**src/bird_pkg.sv**
```systemverilog
// Shared types and constants of the battery diagnostic response decoder.
// No dependencies; used by every module of the block.
package bird_pkg;

  localparam int CELL_COUNT = 96;
  localparam int ACC_SLOTS  = 14;
  localparam int MAX_RES    = 4;

  localparam logic [7:0] PCI_FIRST  = 8'h10;
  localparam logic [7:0] SID_RESP   = 8'h61;
  localparam logic [7:0] DID_01     = 8'h01;
  localparam logic [7:0] DID_03     = 8'h03;
  localparam logic [7:0] DID_41     = 8'h41;
  localparam logic [7:0] DID_42     = 8'h42;
  localparam logic [7:0] DID_61     = 8'h61;
  localparam logic [7:0] DID_66     = 8'h66;
  localparam logic [7:0] SEQ_WRAP   = 8'h20;
  localparam logic [7:0] SEQ_21     = 8'h21;
  localparam logic [7:0] SEQ_22     = 8'h22;
  localparam logic [7:0] SEQ_23     = 8'h23;
  localparam logic [7:0] SEQ_24     = 8'h24;
  localparam logic [7:0] SEQ_26     = 8'h26;
  localparam logic [7:0] SEQ_27     = 8'h27;
  localparam logic [7:0] SEQ_29     = 8'h29;
  localparam logic [7:0] SEQ_2A     = 8'h2A;
  localparam logic [7:0] SEQ_2F     = 8'h2F;

  // Pack value ids
  localparam logic [6:0] ID_AMP_HOURS = 7'd96;
  localparam logic [6:0] ID_HEALTH    = 7'd97;
  localparam logic [6:0] ID_KM        = 7'd98;
  localparam logic [6:0] ID_QUICK     = 7'd99;
  localparam logic [6:0] ID_NORMAL    = 7'd100;
  localparam logic [6:0] ID_FULL      = 7'd101;
  localparam logic [6:0] ID_PARTIAL   = 7'd102;
  localparam logic [6:0] ID_TEMP      = 7'd103;
  localparam logic [6:0] ID_HIGH_MV   = 7'd104;
  localparam logic [6:0] ID_LOW_MV    = 7'd105;
  localparam logic [6:0] ID_MAX_CHG   = 7'd106;
  localparam logic [6:0] ID_CURRENT   = 7'd107;
  localparam logic [6:0] ID_MAX_IN    = 7'd108;
  localparam logic [6:0] ID_MAX_OUT   = 7'd109;
  localparam logic [6:0] ID_PACK_V    = 7'd110;
  localparam logic [6:0] ID_DIAG_V    = 7'd111;

  // Results of one frame, handed from decoder to output buffer
  typedef struct packed {
    logic [MAX_RES-1:0][6:0]  id;
    logic [MAX_RES-1:0][31:0] word;
    logic [2:0]               cnt;
    logic                     valid;
    logic                     more;
  } res_set_t;

endpackage

```
**src/bird_dec.sv**
```systemverilog
// Frame decoder: identifier and sequence state, split-value accumulators,
// and the combinational decode of one frame into up to four results.
// Depends on bird_pkg.
module bird_dec (
  input  logic               clk,
  input  logic               rst_n,
  input  logic [63:0]        frame,
  input  logic               take,
  output bird_pkg::res_set_t res
);
  import bird_pkg::*;

  logic [7:0]  aid_r, aid_nxt;
  logic        wrap_r, wrap_nxt;
  logic [31:0] odo_r, odo_nxt;
  logic [15:0] hc_r, hc_nxt;
  logic [15:0] acc_r [ACC_SLOTS];

  logic [7:0]  b [8];
  logic [7:0]  s;
  logic [4:0]  k;
  logic [6:0]  obase, cbase, gbase;
  logic [3:0]  soff, p, slot;
  logic [15:0] accv, acc_wdata;
  logic        acc_we;
  logic [3:0][15:0] gw;

  function automatic logic [31:0] pr(input logic [7:0] hi, input logic [7:0] lo);
    return {16'h0, hi, lo};
  endfunction

  always_comb begin
    for (int i = 0; i < 8; i++) b[i] = frame[8*i +: 8];
  end
  assign s = b[0];

  // Cell group addressing
  assign p     = k[4:1];
  assign gbase = (k[0] ? cbase : obase) + (7'({3'b0, p} << 3) - 7'({3'b0, p}));
  assign slot  = soff + p;
  assign accv  = acc_r[slot] + {8'h0, b[1]};
  assign acc_wdata = k[0] ? accv : {b[7], 8'h0};

  always_comb begin
    if (k[0]) begin
      gw[0] = accv;
      gw[1] = {b[2], b[3]};
      gw[2] = {b[4], b[5]};
      gw[3] = {b[6], b[7]};
    end else begin
      gw[0] = {b[1], b[2]};
      gw[1] = {b[3], b[4]};
      gw[2] = {b[5], b[6]};
      gw[3] = {b[7], 8'h0};
    end
  end

  // Decode one frame
  always_comb begin
    aid_nxt = (s == PCI_FIRST && b[2] == SID_RESP) ? b[3] : aid_r;
    wrap_nxt = wrap_r;
    odo_nxt  = odo_r;
    hc_nxt   = hc_r;
    k = '0; obase = 7'd2; cbase = 7'd5; soff = 4'd0;
    acc_we = 1'b0;
    res = '0;
    res.cnt = 3'd0;
    for (int i = 0; i < MAX_RES; i++) begin
      res.id[i]   = gbase + 7'(i);
      res.word[i] = {16'h0, gw[i]};
    end
    case (aid_nxt)
      DID_41: begin
        if (s == PCI_FIRST) begin
          wrap_nxt = 1'b0;
          res.id[0] = 7'd0; res.word[0] = pr(b[4], b[5]);
          res.id[1] = 7'd1; res.word[1] = pr(b[6], b[7]);
          res.cnt = 3'd2; res.more = 1'b1;
        end else if ((!wrap_r && (s == SEQ_21 || s == SEQ_22)) ||
                     (s >= SEQ_23 && s <= SEQ_2F)) begin
          k = 5'(s - SEQ_21); acc_we = 1'b1; res.cnt = 3'd4; res.more = 1'b1;
        end else if (s == SEQ_WRAP) begin
          wrap_nxt = 1'b1;
          k = 5'd15; acc_we = 1'b1; res.cnt = 3'd4; res.more = 1'b1;
        end else if (wrap_r && s == SEQ_21) begin
          k = 5'd16; acc_we = 1'b1; res.cnt = 3'd4; res.more = 1'b1;
        end else if (wrap_r && s == SEQ_22) begin
          wrap_nxt = 1'b0;
          k = 5'd17; acc_we = 1'b1; res.cnt = 3'd1;
        end
      end
      DID_42: begin
        obase = 7'd64; cbase = 7'd67; soff = 4'd9;
        if (s == PCI_FIRST) begin
          res.id[0] = 7'd62; res.word[0] = pr(b[4], b[5]);
          res.id[1] = 7'd63; res.word[1] = pr(b[6], b[7]);
          res.cnt = 3'd2; res.more = 1'b1;
        end else if (s >= SEQ_21 && s <= SEQ_29) begin
          k = 5'(s - SEQ_21); acc_we = 1'b1; res.cnt = 3'd4; res.more = 1'b1;
        end else if (s == SEQ_2A) begin
          k = 5'd9; acc_we = 1'b1;
          res.id[1] = ID_PACK_V; res.word[1] = pr(b[2], b[3]);
          res.id[2] = ID_DIAG_V; res.word[2] = pr(b[4], b[5]);
          res.cnt = 3'd3;
        end
      end
      DID_61: begin
        if (s == PCI_FIRST) begin
          res.more = 1'b1;
        end else if (s == SEQ_21) begin
          odo_nxt = {b[6], b[7], 16'h0};
          res.id[0] = ID_AMP_HOURS; res.word[0] = {b[1], b[2], b[3], b[4]};
          res.id[1] = ID_HEALTH;    res.word[1] = {24'h0, b[5]};
          res.id[2] = ID_KM;        res.word[2] = odo_nxt;
          res.cnt = 3'd3; res.more = 1'b1;
        end else if (s == SEQ_22) begin
          odo_nxt = odo_r + {24'h0, b[1]};
          res.id[0] = ID_KM; res.word[0] = odo_nxt;
          res.cnt = 3'd1;
        end
      end
      DID_66: begin
        if (s == PCI_FIRST) begin
          res.id[0] = ID_QUICK;  res.word[0] = pr(b[4], b[5]);
          res.id[1] = ID_NORMAL; res.word[1] = pr(b[6], b[7]);
          res.cnt = 3'd2; res.more = 1'b1;
        end else if (s == SEQ_21) begin
          res.id[0] = ID_FULL;    res.word[0] = pr(b[0], b[1]);
          res.id[1] = ID_PARTIAL; res.word[1] = pr(b[2], b[3]);
          res.cnt = 3'd2; res.more = 1'b1;
        end
      end
      DID_03: begin
        if (s == PCI_FIRST || (s >= SEQ_23 && s <= SEQ_26)) begin
          res.more = 1'b1;
        end else if (s == SEQ_21) begin
          hc_nxt = {b[7], 8'h0};
          res.id[0] = ID_TEMP;    res.word[0] = pr(b[1], b[2]);
          res.id[1] = ID_HIGH_MV; res.word[1] = {16'h0, hc_nxt};
          res.cnt = 3'd2; res.more = 1'b1;
        end else if (s == SEQ_22) begin
          hc_nxt = hc_r + {8'h0, b[1]};
          res.id[0] = ID_HIGH_MV; res.word[0] = {16'h0, hc_nxt};
          res.id[1] = ID_LOW_MV;  res.word[1] = pr(b[2], b[3]);
          res.cnt = 3'd2; res.more = 1'b1;
        end else if (s == SEQ_27) begin
          res.id[0] = ID_MAX_CHG; res.word[0] = pr(b[1], b[2]);
          res.cnt = 3'd1;
        end
      end
      DID_01: begin
        if (s == PCI_FIRST || s == SEQ_22 || (s >= SEQ_24 && s <= SEQ_26)) begin
          res.more = 1'b1;
        end else if (s == SEQ_21) begin
          res.id[0] = ID_CURRENT; res.word[0] = {b[3], b[4], b[5], b[6]};
          res.cnt = 3'd1; res.more = 1'b1;
        end else if (s == SEQ_23) begin
          res.id[0] = ID_MAX_IN;  res.word[0] = pr(b[3], b[4]);
          res.id[1] = ID_MAX_OUT; res.word[1] = pr(b[5], b[6]);
          res.cnt = 3'd2; res.more = 1'b1;
        end
      end
      default: res.more = 1'b0;
    endcase
    // A frame that writes nothing gives one empty result
    res.valid = (res.cnt != 3'd0);
    if (res.cnt == 3'd0) begin
      res.cnt = 3'd1;
      res.id[0] = 7'd0;
      res.word[0] = 32'h0;
    end
  end

  // Commit state when the frame is taken
  always_ff @(posedge clk) begin
    if (!rst_n) begin
      aid_r  <= '0;
      wrap_r <= 1'b0;
      odo_r  <= '0;
      hc_r   <= '0;
      for (int i = 0; i < ACC_SLOTS; i++) acc_r[i] <= '0;
    end else if (take) begin
      aid_r  <= aid_nxt;
      wrap_r <= wrap_nxt;
      odo_r  <= odo_nxt;
      hc_r   <= hc_nxt;
      if (acc_we) acc_r[slot] <= acc_wdata;
    end
  end

endmodule

```
**src/bird_obuf.sv**
```systemverilog
// Result buffer: holds the results of one frame and sends them one per cycle while ready is high.
// Depends on bird_pkg.
module bird_obuf (
  input  logic               clk,
  input  logic               rst_n,
  input  bird_pkg::res_set_t res,
  input  logic               load,
  output logic               free,
  output logic [6:0]         value_id,
  output logic [31:0]        value_word,
  output logic               value_valid,
  output logic               last_of_frame,
  output logic               more_expected,
  output logic               busy,
  input  logic               ready
);
  import bird_pkg::*;

  res_set_t   set_r;
  logic       busy_r;
  logic [1:0] idx_r;
  logic       last;

  assign last          = ({1'b0, idx_r} == set_r.cnt - 3'd1);
  assign free          = !busy_r || (ready && last);
  assign busy          = busy_r;
  assign value_id      = set_r.id[idx_r];
  assign value_word    = set_r.word[idx_r];
  assign value_valid   = set_r.valid;
  assign last_of_frame = last;
  assign more_expected = set_r.more;

  // Load a new frame's results or advance on each transfer
  always_ff @(posedge clk) begin
    if (!rst_n) begin
      busy_r <= 1'b0;
      idx_r  <= '0;
    end else if (load) begin
      busy_r <= 1'b1;
      idx_r  <= '0;
    end else if (busy_r && ready) begin
      if (last) busy_r <= 1'b0;
      idx_r <= idx_r + 2'd1;
    end
  end

  always_ff @(posedge clk) begin
    if (load) set_r <= res;
  end

endmodule

```
**src/battery_isotp_response_decoder_unit.sv**
```systemverilog
// Top level of the battery diagnostic response decoder: input register,
// frame decoder and result buffer. Depends on bird_pkg, bird_dec, bird_obuf.
//
// Takes one 8-byte frame of a segmented diagnostic response per input
// transfer and gives one to four results, one per cycle on the output
// while out_tready is high. A frame is decoded from the input register and
// taken into the result buffer once the buffer is free; the next frame waits
// in the input register while the result buffer drains. There is no clearing
// pass: the control and decoder state reset together; data registers do not.
module battery_isotp_response_decoder_unit (
  input  logic        clk,
  input  logic        rst_n,
  input  logic        in_tvalid,
  output logic        in_tready,
  input  logic [63:0] in_tdata,   // byte0..byte7, 8 bits each
  output logic        out_tvalid,
  input  logic        out_tready,
  output logic [39:0] out_tdata,  // value_id[6:0], value_word[38:7], more_expected[39]
  output logic        out_tuser,  // value_valid
  output logic        out_tlast   // last_of_frame
);
  import bird_pkg::*;

  logic        in_valid_r;
  logic [63:0] in_data_r;
  logic        take, free;
  res_set_t    res;
  logic [6:0]  vid;
  logic [31:0] vword;
  logic        more;

  assign take      = in_valid_r && free;
  assign in_tready = !in_valid_r || take;

  // Hold the incoming frame until the decoder takes it
  always_ff @(posedge clk) begin
    if (!rst_n) begin
      in_valid_r <= 1'b0;
    end else if (in_tready) begin
      in_valid_r <= in_tvalid;
    end
  end

  always_ff @(posedge clk) begin
    if (in_tready && in_tvalid) in_data_r <= in_tdata;
  end

  bird_dec u_dec (
    .clk   (clk),
    .rst_n (rst_n),
    .frame (in_data_r),
    .take  (take),
    .res   (res)
  );

  bird_obuf u_obuf (
    .clk           (clk),
    .rst_n         (rst_n),
    .res           (res),
    .load          (take),
    .free          (free),
    .value_id      (vid),
    .value_word    (vword),
    .value_valid   (out_tuser),
    .last_of_frame (out_tlast),
    .more_expected (more),
    .busy          (out_tvalid),
    .ready         (out_tready)
  );

  assign out_tdata = {more, vword, vid};

endmodule

```
**config.mk**
```make
export PLATFORM = sky130hd
export DESIGN_NAME = battery_isotp_response_decoder_unit
export DESIGN_NICKNAME = d
export VERILOG_FILES = /design/src/bird_pkg.sv /design/src/bird_dec.sv /design/src/bird_obuf.sv /design/src/battery_isotp_response_decoder_unit.sv
export SDC_FILE = /design/constraint.sdc
export NUM_CORES = 1
export LEC_CHECK = 0
export BUFFER_PORTS_ARGS = -buffer_cell sky130_fd_sc_hd__buf_2
export CAP_MARGIN = 20
export CORE_MARGIN = 2
export CORE_UTILIZATION = 45
export CTS_CLUSTER_DIAMETER = 120
export DETAILED_ROUTE_END_ITERATION = 12
export HOLD_SLACK_MARGIN = 0.08
export PLACE_DENSITY = 0.58
export RECOVER_POWER = 25
export SYNTH_ARGS = -nofsm -noshare
export SYNTH_HDL_FRONTEND = slang
export SYNTH_SLANG_ARGS = --single-unit
```
**constraint.sdc**
```tcl
create_clock -name clk -period 11.8 [get_ports clk]
set_input_delay 1.77 -clock clk [delete_from_list [all_inputs] [get_ports clk]]
set_output_delay 1.77 -clock clk [all_outputs]
set_load 0.02 [all_outputs]
```
Word level (Yosys, flattened, before mapping)
Memories as Yosys holds them, arrays and structs flattened.
Cells that the tools add are included.
{"block": "word_totals", "elab_cells": 213, "register_bits": 270, "ram_bits": 224, "mem_count": 1, "out_inout_bits": 44}
{"block": "classes", "bitwise": 3, "n_reduce_logical": 35, "magnitude_cmp": 7, "eq_ne": 17, "add_sub_neg": 12, "n_mux": 118}
{"name": "u_dec.acc_r", "words": 14, "word_bits": 16, "rd": 1, "rd_ports_with_merged_regs": 0, "wr": 14, "line_no": "bird_dec.sv:17", "rtl": "logic [15:0] acc_r [ACC_SLOTS];"}
{"operator": "case mux 67 bit (6 select lines)", "count": 1}
{"operator": "two-way mux 67 bit", "count": 4}
{"operator": "two-way mux 32 bit", "count": 6}
{"operator": "two-way mux 64 bit", "count": 3}
{"operator": "two-way mux 14 bit", "count": 10}
{"operator": "two-way mux 35 bit", "count": 4}
{"operator": "two-way mux 51 bit", "count": 2}
{"operator": "two-way mux 99 bit", "count": 1}
{"operator": "two-way mux 7 bit", "count": 14}
{"operator": "two-way mux 16 bit", "count": 6}
{"operator": "two-way mux 48 bit", "count": 2}
{"operator": "case mux 14 bit (6 select lines)", "count": 1}
{"operator": "binary-select mux 32 bit (select 2 bit)", "count": 1}
{"operator": "case mux 32 bit (2 select lines)", "count": 1}
{"operator": "equality test 8 x 6 -> 1 bit, second input constant", "count": 6}
{"operator": "equality test 8 x 7 -> 1 bit, second input constant", "count": 5}
{"operator": "two-way mux 1 bit", "count": 37}
{"operator": "two-way mux 5 bit", "count": 7}
{"operator": "adder 16 x 8 -> 16 bit", "count": 2}
{"operator": "adder 32 x 8 -> 32 bit", "count": 1}
{"operator": "greater-or-equal comparator 8 x 6 -> 1 bit, second input constant", "count": 3}
{"operator": "less-or-equal comparator 8 x 6 -> 1 bit, second input constant", "count": 3}
{"operator": "two-way mux 21 bit", "count": 1}
{"operator": "two-way mux 19 bit", "count": 1}
{"operator": "other kinds (36)", "count": 70}

Longest topological paths before layout
Gate-level depths: netlist of the first run.
An unclocked memory read counts as a cell.
{"block": "logic_depth", "ltp_word": 18, "mapped_depth": 36, "ltp_nobuf": 29}

By module
Synthesis of the first run repeated with hierarchy kept, for this count alone.
{"block": "unflattened", "cells_unflattened": 2658, "area_unflattened_um2": 29654.7}
{"mod": "bird_dec", "seq_area_each_um2": 8828.5, "cells_each": 2355, "area_per_inst_um2": 21644.5, "n_inst": 1}
{"mod": "bird_obuf", "seq_area_each_um2": 4894.7, "cells_each": 232, "area_per_inst_um2": 6015.8, "n_inst": 1}
{"mod": "battery_isotp_response_decoder_unit", "seq_area_each_um2": 1941.9, "cells_each": 71, "area_per_inst_um2": 1994.4, "n_inst": 1}

Least setup slack after synthesis of the first run
OpenSTA, ideal clock, no wires.
{"block": "synth_path", "kind": "register to register", "startpoint": "register in_data_r[0]", "endpoint": "memory u_dec.acc_r[0][12], data pin", "arrival_time_ps": 7896, "setup_time_ps": 265, "path_stages_with_launch": 36, "path_buffers": 8, "slack_ps": 3639, "path_cell_list": "edfxtp_1 -> clkbuf_1 -> inv_1 -> ha_1 -> nor3b_2 -> nand4_1 -> mux2_4 -> buf_6 -> inv_1 -> a22oi_1 -> o22ai_1 -> ha_1 -> clkbuf_1 -> buf_2 -> clkbuf_1 -> buf_1 -> clkbuf_1 -> mux4_2 -> mux2i_1 -> a21oi_1 -> ha_1 -> inv_1 -> fa_1 -> nor2b_1 -> o21ai_0 -> nand2b_1 -> a21o_1 -> a21o_1 -> a31oi_1 -> a211oi_1 -> nor2_1 -> nor2_1 -> xnor2_1 -> mux2i_1 -> buf_2 -> nor2_1"}
{"item": "start, declared", "line_no": "battery_isotp_response_decoder_unit.sv:25", "rtl": "logic [63:0] in_data_r;"}
{"item": "start signal, assigned", "line_no": "battery_isotp_response_decoder_unit.sv:45", "rtl": "if (in_tready && in_tvalid) in_data_r <= in_tdata;"}
{"item": "end, declared", "line_no": "bird_dec.sv:17"}

==> results of run 1 <==
## sequential cells by signal, summed over array words and instances (netlist names)
name	count
u_obuf.set_r	127
in_data_r	64
u_obuf.value_valid	1
u_dec.hc_r	16
u_obuf.idx_r	2
u_dec.odo_r	32
u_dec.acc_r	256
u_dec.wrap_r	1
u_obuf.busy	1
in_valid_r	1
u_dec.aid_r	8
u_obuf.more_expected	1
## where the power goes
part           internal [mW]  switching (mW)  total (mW)
combinational         0.0727           0.152       0.225
sequential              2.04          0.0649        2.11
clock                   1.15           0.788        1.94
total                   3.26            1.00        4.27
## kinds of logic (layout without fill, tap and decap cells)
group	Yosys count	in the layout	synth area share, %
xor gates and xnor gates	83	83	2.69
and+or+nand+nor	997	997	15.8
muxes	159	159	9.65
AOI/OAI and AO/OA	597	597	13.6
other	0	1	0
adders and majority gates	52	52	2.41
buffers and inverters	238	340	3.41
DFF	510	510	52.5
## final cells by class
cell class                      count  area (um2)  area share, %
Multi-Input combinational cell   1888       12400           39.6
Inverter                           50         189          0.601
Sequential cell                   510       14700           46.8
Antenna cell                        1        2.50        0.00796
Clock buffer                       62        1470           4.66
Clock inverter                     46         583           1.85
Tap cell                          837        1050           3.33
Timing Repair Buffer              182        1010           3.22
## cell usage after synthesis, drive strengths merged (49+ instances only)
master  instances  area [um2]
edfxtp        449       13500
nor2          439        1680
nand2         290        1100
a21oi         199        1020
clkbuf        150         564
o21ai         137         693
mux4           87        1960
mux2i          68         697
nand3          66         335
dfxtp          61        1220
inv            50         188
nor3           49         250
## per-layer routing
layer | track usage [%] | up-vias
met1 | 43.2 | 11200
li1 | - | 9911
met5 | 0 | -
met3 | 4.69 | 272
met2 | 50.6 | 1324
met4 | 16.8 | 4
## worst max-delay path: cells and delay by family, from the launching register on
| kind | cells | cell delay, ps |
|---|---|---|
| adders and majority gates | 3 | 1140 |
| AOI/OAI and AO/OA | 9 | 2190 |
| xor gates and xnor gates | 1 | 170 |
| buffers and inverters | 3 | 1150 |
| DFF | 1 | 600 |
| and+or+nand+nor | 8 | 2140 |
| muxes | 3 | 1880 |
## worst max path at each step
stage	to	depth (start not counted)	slack, ps	startpoint
final	u_dec.acc_r[0][14]	27	2190	in_data_r[0]
after global routing	u_dec.acc_r[0][14]	27	1710	in_data_r[0]
after CTS	u_dec.acc_r[0][14]	27	2650	in_data_r[0]
after detailed placement	u_dec.acc_r[0][14]	27	2670	in_data_r[0]
after global placement	u_dec.acc_r[0][14]	25	2890	in_data_r[22]
after floorplan	u_dec.acc_r[0][12]	35	3640	in_data_r[0]
## metrics by stage
stage | instances | total power, mW | cell area, um2 | setup slack (ps)
floorplan | 2636 | 2.24 | 28000 | 3640
global placement | 3464 | 2.36 | 29500 | 2890
detailed placement | 3466 | 2.36 | 29500 | 2670
CTS | 3574 | 4.28 | 31500 | 2650
global route | 3575 | 4.37 | 31400 | 1710
finish | 3576 | 4.27 | 31500 | 2190
==> flow_summary.ini, run 1 <==
[global_routing]
grt_start_max_net_pins = 82
grt_first_pass_wirelength_um = 150000
grt_pass1_vias = 21800
grt_overflow = 0
antenna_found_initial = 5
grt_use_total_pct = 32.1

[cells_and_area]
syn_to_final_growth_pct = 12.2
most-common-layout-cells = 449 x edfxtp_1, 428 x nor2_1, 288 x nand2_1
drive_above_1_share_pct = 14.1
n_fill_cell = 5591
postLayoutCoreUtil_pct = 51.1
final_common_cell = edfxtp_1
nets = 2807

[hold_path]
hold_path_depth = 2
hold_end = u_dec.hc_r[3]
hold_path.class = reg -> reg
worstHoldStart = u_dec.hc_r[3]

[sta]
finalClockSkew_ps = 39.3
max_freq_mhz = 104
fin_hold_ws_ps = 453
period_minus_slack_ps = 9610
timing.final.hold_violations = 0
setup_violations = 0
maxSlewViolCount = 311
rsz0062_at_grt = no
maxSlewHeadroom_pct = -242
setup_tns_ps = 0
worstMarginPinSlew_ps = 5130
fin_crit_sh_pct = 81.5

[synthesis]
avgSynthCellArea_um2 = 10.6
ys.flop_type = edfxtp_1
synth_warnings = 0
ys_seq_area_share_pct = 52.5
ys_async_sr_fraction_pct = 0
ys_types = 100
synthCells = 2636
ys_ff_latch = 510
synth_edf_count = 449
syn-cell-area_um2 = 28000
synth_fp_nets = 2754

[route]
wl_met3_um = 8830
routed_wl_um = 103000
wl_per_cell_um = 28.9
via_per_inst = 6.35
first_pass_iters = 6
dr_total_vias = 22700
first_iter_violations = 2684
wl_met2_um = 47400
ant_nets = 0
wl_met1_um = 40900
routed.top_layer = met5
drc_errors = 0

[worst_setup_path]
startpoint_type = register
cp_slowest_cell = mux2i_2
crit_type = reg -> reg
rrSetupSlack_ps = 2190
cp-end-kind = register
worst_ep_arrival_time_ps = 9970
r2r-start = in_data_r[0]
crit_fanout = 25
reg2regPathDepth = 27
crit_required_ps = 12160
worst_r2r_endpoint = u_dec.acc_r[0][14]
slowest_delay_ps = 730

[die]
die_h_um = 254
dieArea_um2 = 64300
initial_core_util_pct = 45.5
num_rows = 91
coreArea_um2 = 61600
die_w_um = 254
io_pins = 112

[place]
place_congestion = 1.01
dp_hpwl_um = 69700
portBuffers = 111

[cts]
post-cts-setup-buffer-count = 0
worstSkewPairLatency_ps = 640
root_buffer = clkbuf_16
cts_buffers = 57
post_cts_resized = 0
cts_hold_buf = 0
cts_tree = yes
clk_path_buf_depth = 3
path_clk_slew_ps = 60
clkSinkCount = 510
htreeDepth = 2

[power]
ir_worst_vdd_mv = 0.125
p_leak_nw = 10.9
p_per_area_nw_per_um2 = 136

[outcome]
status = finished, violations left
violations = capacitance limit, slew limit

[flow_run]
max_cap_viol_count = 6
(Power assumes the default switching activity.)
==> run 2: changes to the inputs <==
clock period = 9.3 ns   (was 11.8 ns; I/O delays follow)
==> run 2 against run 1 <==
Clock skew decreased by 12 ps. Critical endpoint is now u_obuf.set_r[17]. Combinational power increased by 26%. Clock power increased by 20%. Critical path type unchanged. Fmax increased by 20%. The flow still finishes with violations (capacitance limit, slew limit). Cell area about the same. Wire length increased by 1.2%. Critical path depth decreased by 18. First-iteration DRC count decreased by 0.45%. Via count increased by 1.1%. Sequential power increased by 27%. Flip-flop and latch count unchanged.
==> flow_summary.ini, run 2 (synthesis gave the netlist of run 1 again) <==
[route]
first_pass_iters = 8
wl_per_cell_um = 29.1
first_iter_violations = 2672
drc_errors = 0
ant_nets = 0
routed_wl_um = 104000
dr_total_vias = 23000
via_per_inst = 6.40

[worst_setup_path]
r2r-start = in_data_r[0]
worst_ep_arrival_time_ps = 8370
crit_fanout = 74
crit_type = reg -> reg
slowest_delay_ps = 2570
worst_r2r_endpoint = u_obuf.set_r[17]
rrSetupSlack_ps = 1290
startpoint_type = register
cp-end-kind = register
crit_required_ps = 9660
worst-path-buf-inv = 1
crit_chain = ha_1, and3_1, clkbuf_1, nand2b_1, a31oi_1, o21ai_0, o32a_1, o21ai_0, a31oi_1
reg2regPathDepth = 9
cp_slowest_cell = clkbuf_1
critPathTopFamily = buffers and inverters

[power]
pwr-share-comb_pct = 5.4
swShare_pct = 23.6
p_per_area_nw_per_um2 = 168
p_int_mw = 4.04
p_seq_share_pct = 50.7
p_leak_nw = 11.0
ir_worst_vdd_mv = 0.263
switching_power_mw = 1.25
clkPwrFrac_pct = 43.9

[global_routing]
grt_start_max_net_pins = 85
grt_overflow = 0
grt_pass1_vias = 21600
antenna_found_initial = 5
grt_first_pass_wirelength_um = 150000
grt_use_total_pct = 32.2

[cts]
post-cts-setup-buffer-count = 0
worstSkewPairLatency_ps = 650
clkSinkCount = 510
cts_tree = yes
path_clk_slew_ps = 70
clk_path_buf_depth = 3
root_buffer = clkbuf_16
cts_buffers = 55
cts_hold_buf = 0
post_cts_resized = 0
htreeDepth = 2

[cells_and_area]
postLayoutCoreUtil_pct = 51.1
top_regs = u_dec.acc_r: 256 flops, u_obuf.set_r: 127 flops, in_data_r: 64 flops
largest-register = u_dec.acc_r
syn_to_final_growth_pct = 12.2
largest_reg_flops = 256
nets = 2822
n_fill_cell = 5523
diodes = 0
final_common_cell = edfxtp_1
drive_above_1_share_pct = 14.3
most-common-layout-cells = 449 x edfxtp_1, 426 x nor2_1, 288 x nand2_1

[hold_path]
hold_end = u_dec.hc_r[3]
hold_path_depth = 2
worstHoldStart = u_dec.hc_r[3]
hold_path.class = reg -> reg

[sta]
finalClockSkew_ps = 27.7
maxSlewViolCount = 410
setup_violations = 0
fin_crit_sh_pct = 86.1
timing.final.hold_violations = 0
rsz0062_at_grt = no
setup_tns_ps = 0
period_minus_slack_ps = 8010
max_freq_mhz = 125
worstMarginPinSlew_ps = 4920
maxSlewHeadroom_pct = -228

[place]
place_congestion = 1.01
dp_hpwl_um = 71100
portBuffers = 111

[outcome]
status = finished, violations left
violations = capacitance limit, slew limit

[die]
initial_core_util_pct = 45.5
die_h_um = 254
die_w_um = 254
coreArea_um2 = 61600
num_rows = 91
io_pins = 112
dieArea_um2 = 64300

[flow_run]
max_cap_viol_count = 8
==> run 2: cell count changes in the layout (fill, tap and decap cells not counted), moves of 2 or more <==
cell        previous run  this run
buf_4                 65        79
nor2_2                10        12
clkbuf_1              52        55
nor2_1               428       426
clkinv_2              11         7
clkinv_1               8        12
clkinv_4               5         2
buf_2                 69        75
clkinvlp_4             6         3
bufinv_16             11         9
clkbuf_16             58        56
==> run 2: worst max path at each step <==
stage                               endpoint  cells after the start  slack [ps]         start
after floorplan           u_dec.acc_r[1][12]                     35        1140  in_data_r[0]
after global placement    u_dec.acc_r[1][12]                     30        1960  in_data_r[0]
after detailed placement  u_dec.acc_r[2][14]                     30        1890  in_data_r[0]
after CTS                 u_dec.acc_r[2][12]                     30        1870  in_data_r[0]
after global routing      u_dec.acc_r[5][11]                     28         760  in_data_r[0]
final                       u_obuf.set_r[17]                      9        1290  in_data_r[0]
==> run 2: final cells by class <==
| cell class | instances | area [um2] | share of cell area (%) |
|---|---|---|---|
| clock buffer | 68 | 1450 | 4.60 |
| multi-input combinational | 1888 | 12500 | 39.6 |
| tap | 837 | 1050 | 3.33 |
| sequential | 510 | 14700 | 46.8 |
| timing repair buffer | 199 | 1160 | 3.70 |
| inverter | 50 | 189 | 0.601 |
| clock inverter | 35 | 442 | 1.40 |
==> run 2: power by group through the flow <==
stage	logic (mW)	clock network [mW]	registers, mW
after floorplan	0.185	0	2.66
final	0.284	2.32	2.68
after global routing	0.303	2.43	2.68
after global placement	0.283	0	2.72
after CTS	0.286	2.34	2.67
after detailed placement	0.285	0	2.72
==> run 2: metrics by stage <==
stage	worst slack, ps	total power, mW	std cells	hold slack [ps]	cell area [um2]
final	1290	5.28	3587	461	31500
after global placement	1960	3.00	3482	443	29600
after detailed placement	1890	3.00	3483	451	29600
after CTS	1870	5.30	3586	460	31500
after floorplan	1140	2.85	2636	436	28000
after global routing	762	5.42	3587	479	31500
==> run 2: worst register-to-register path, cell delays in order, from the launching register on <==
cell,delay (ps)
edfxtp_1,730
ha_1,620
and3_1,1510
clkbuf_1,2570
nand2b_1,1100
a31oi_1,400
o21ai_0,120
o32a_1,360
o21ai_0,170
a31oi_1,140
==> run 2: metal layers <==
layer  vias to the layer above  wire [um]  share of wire (%)  track usage, %
met5                         -         35              0.033               0
met3                       297       9180                8.8            5.26
met2                      1311      47500                 45            50.4
met1                     11400      41800                 40            43.6
met4                         6       5950                5.7            16.3
li1                       9943          -                  -               -
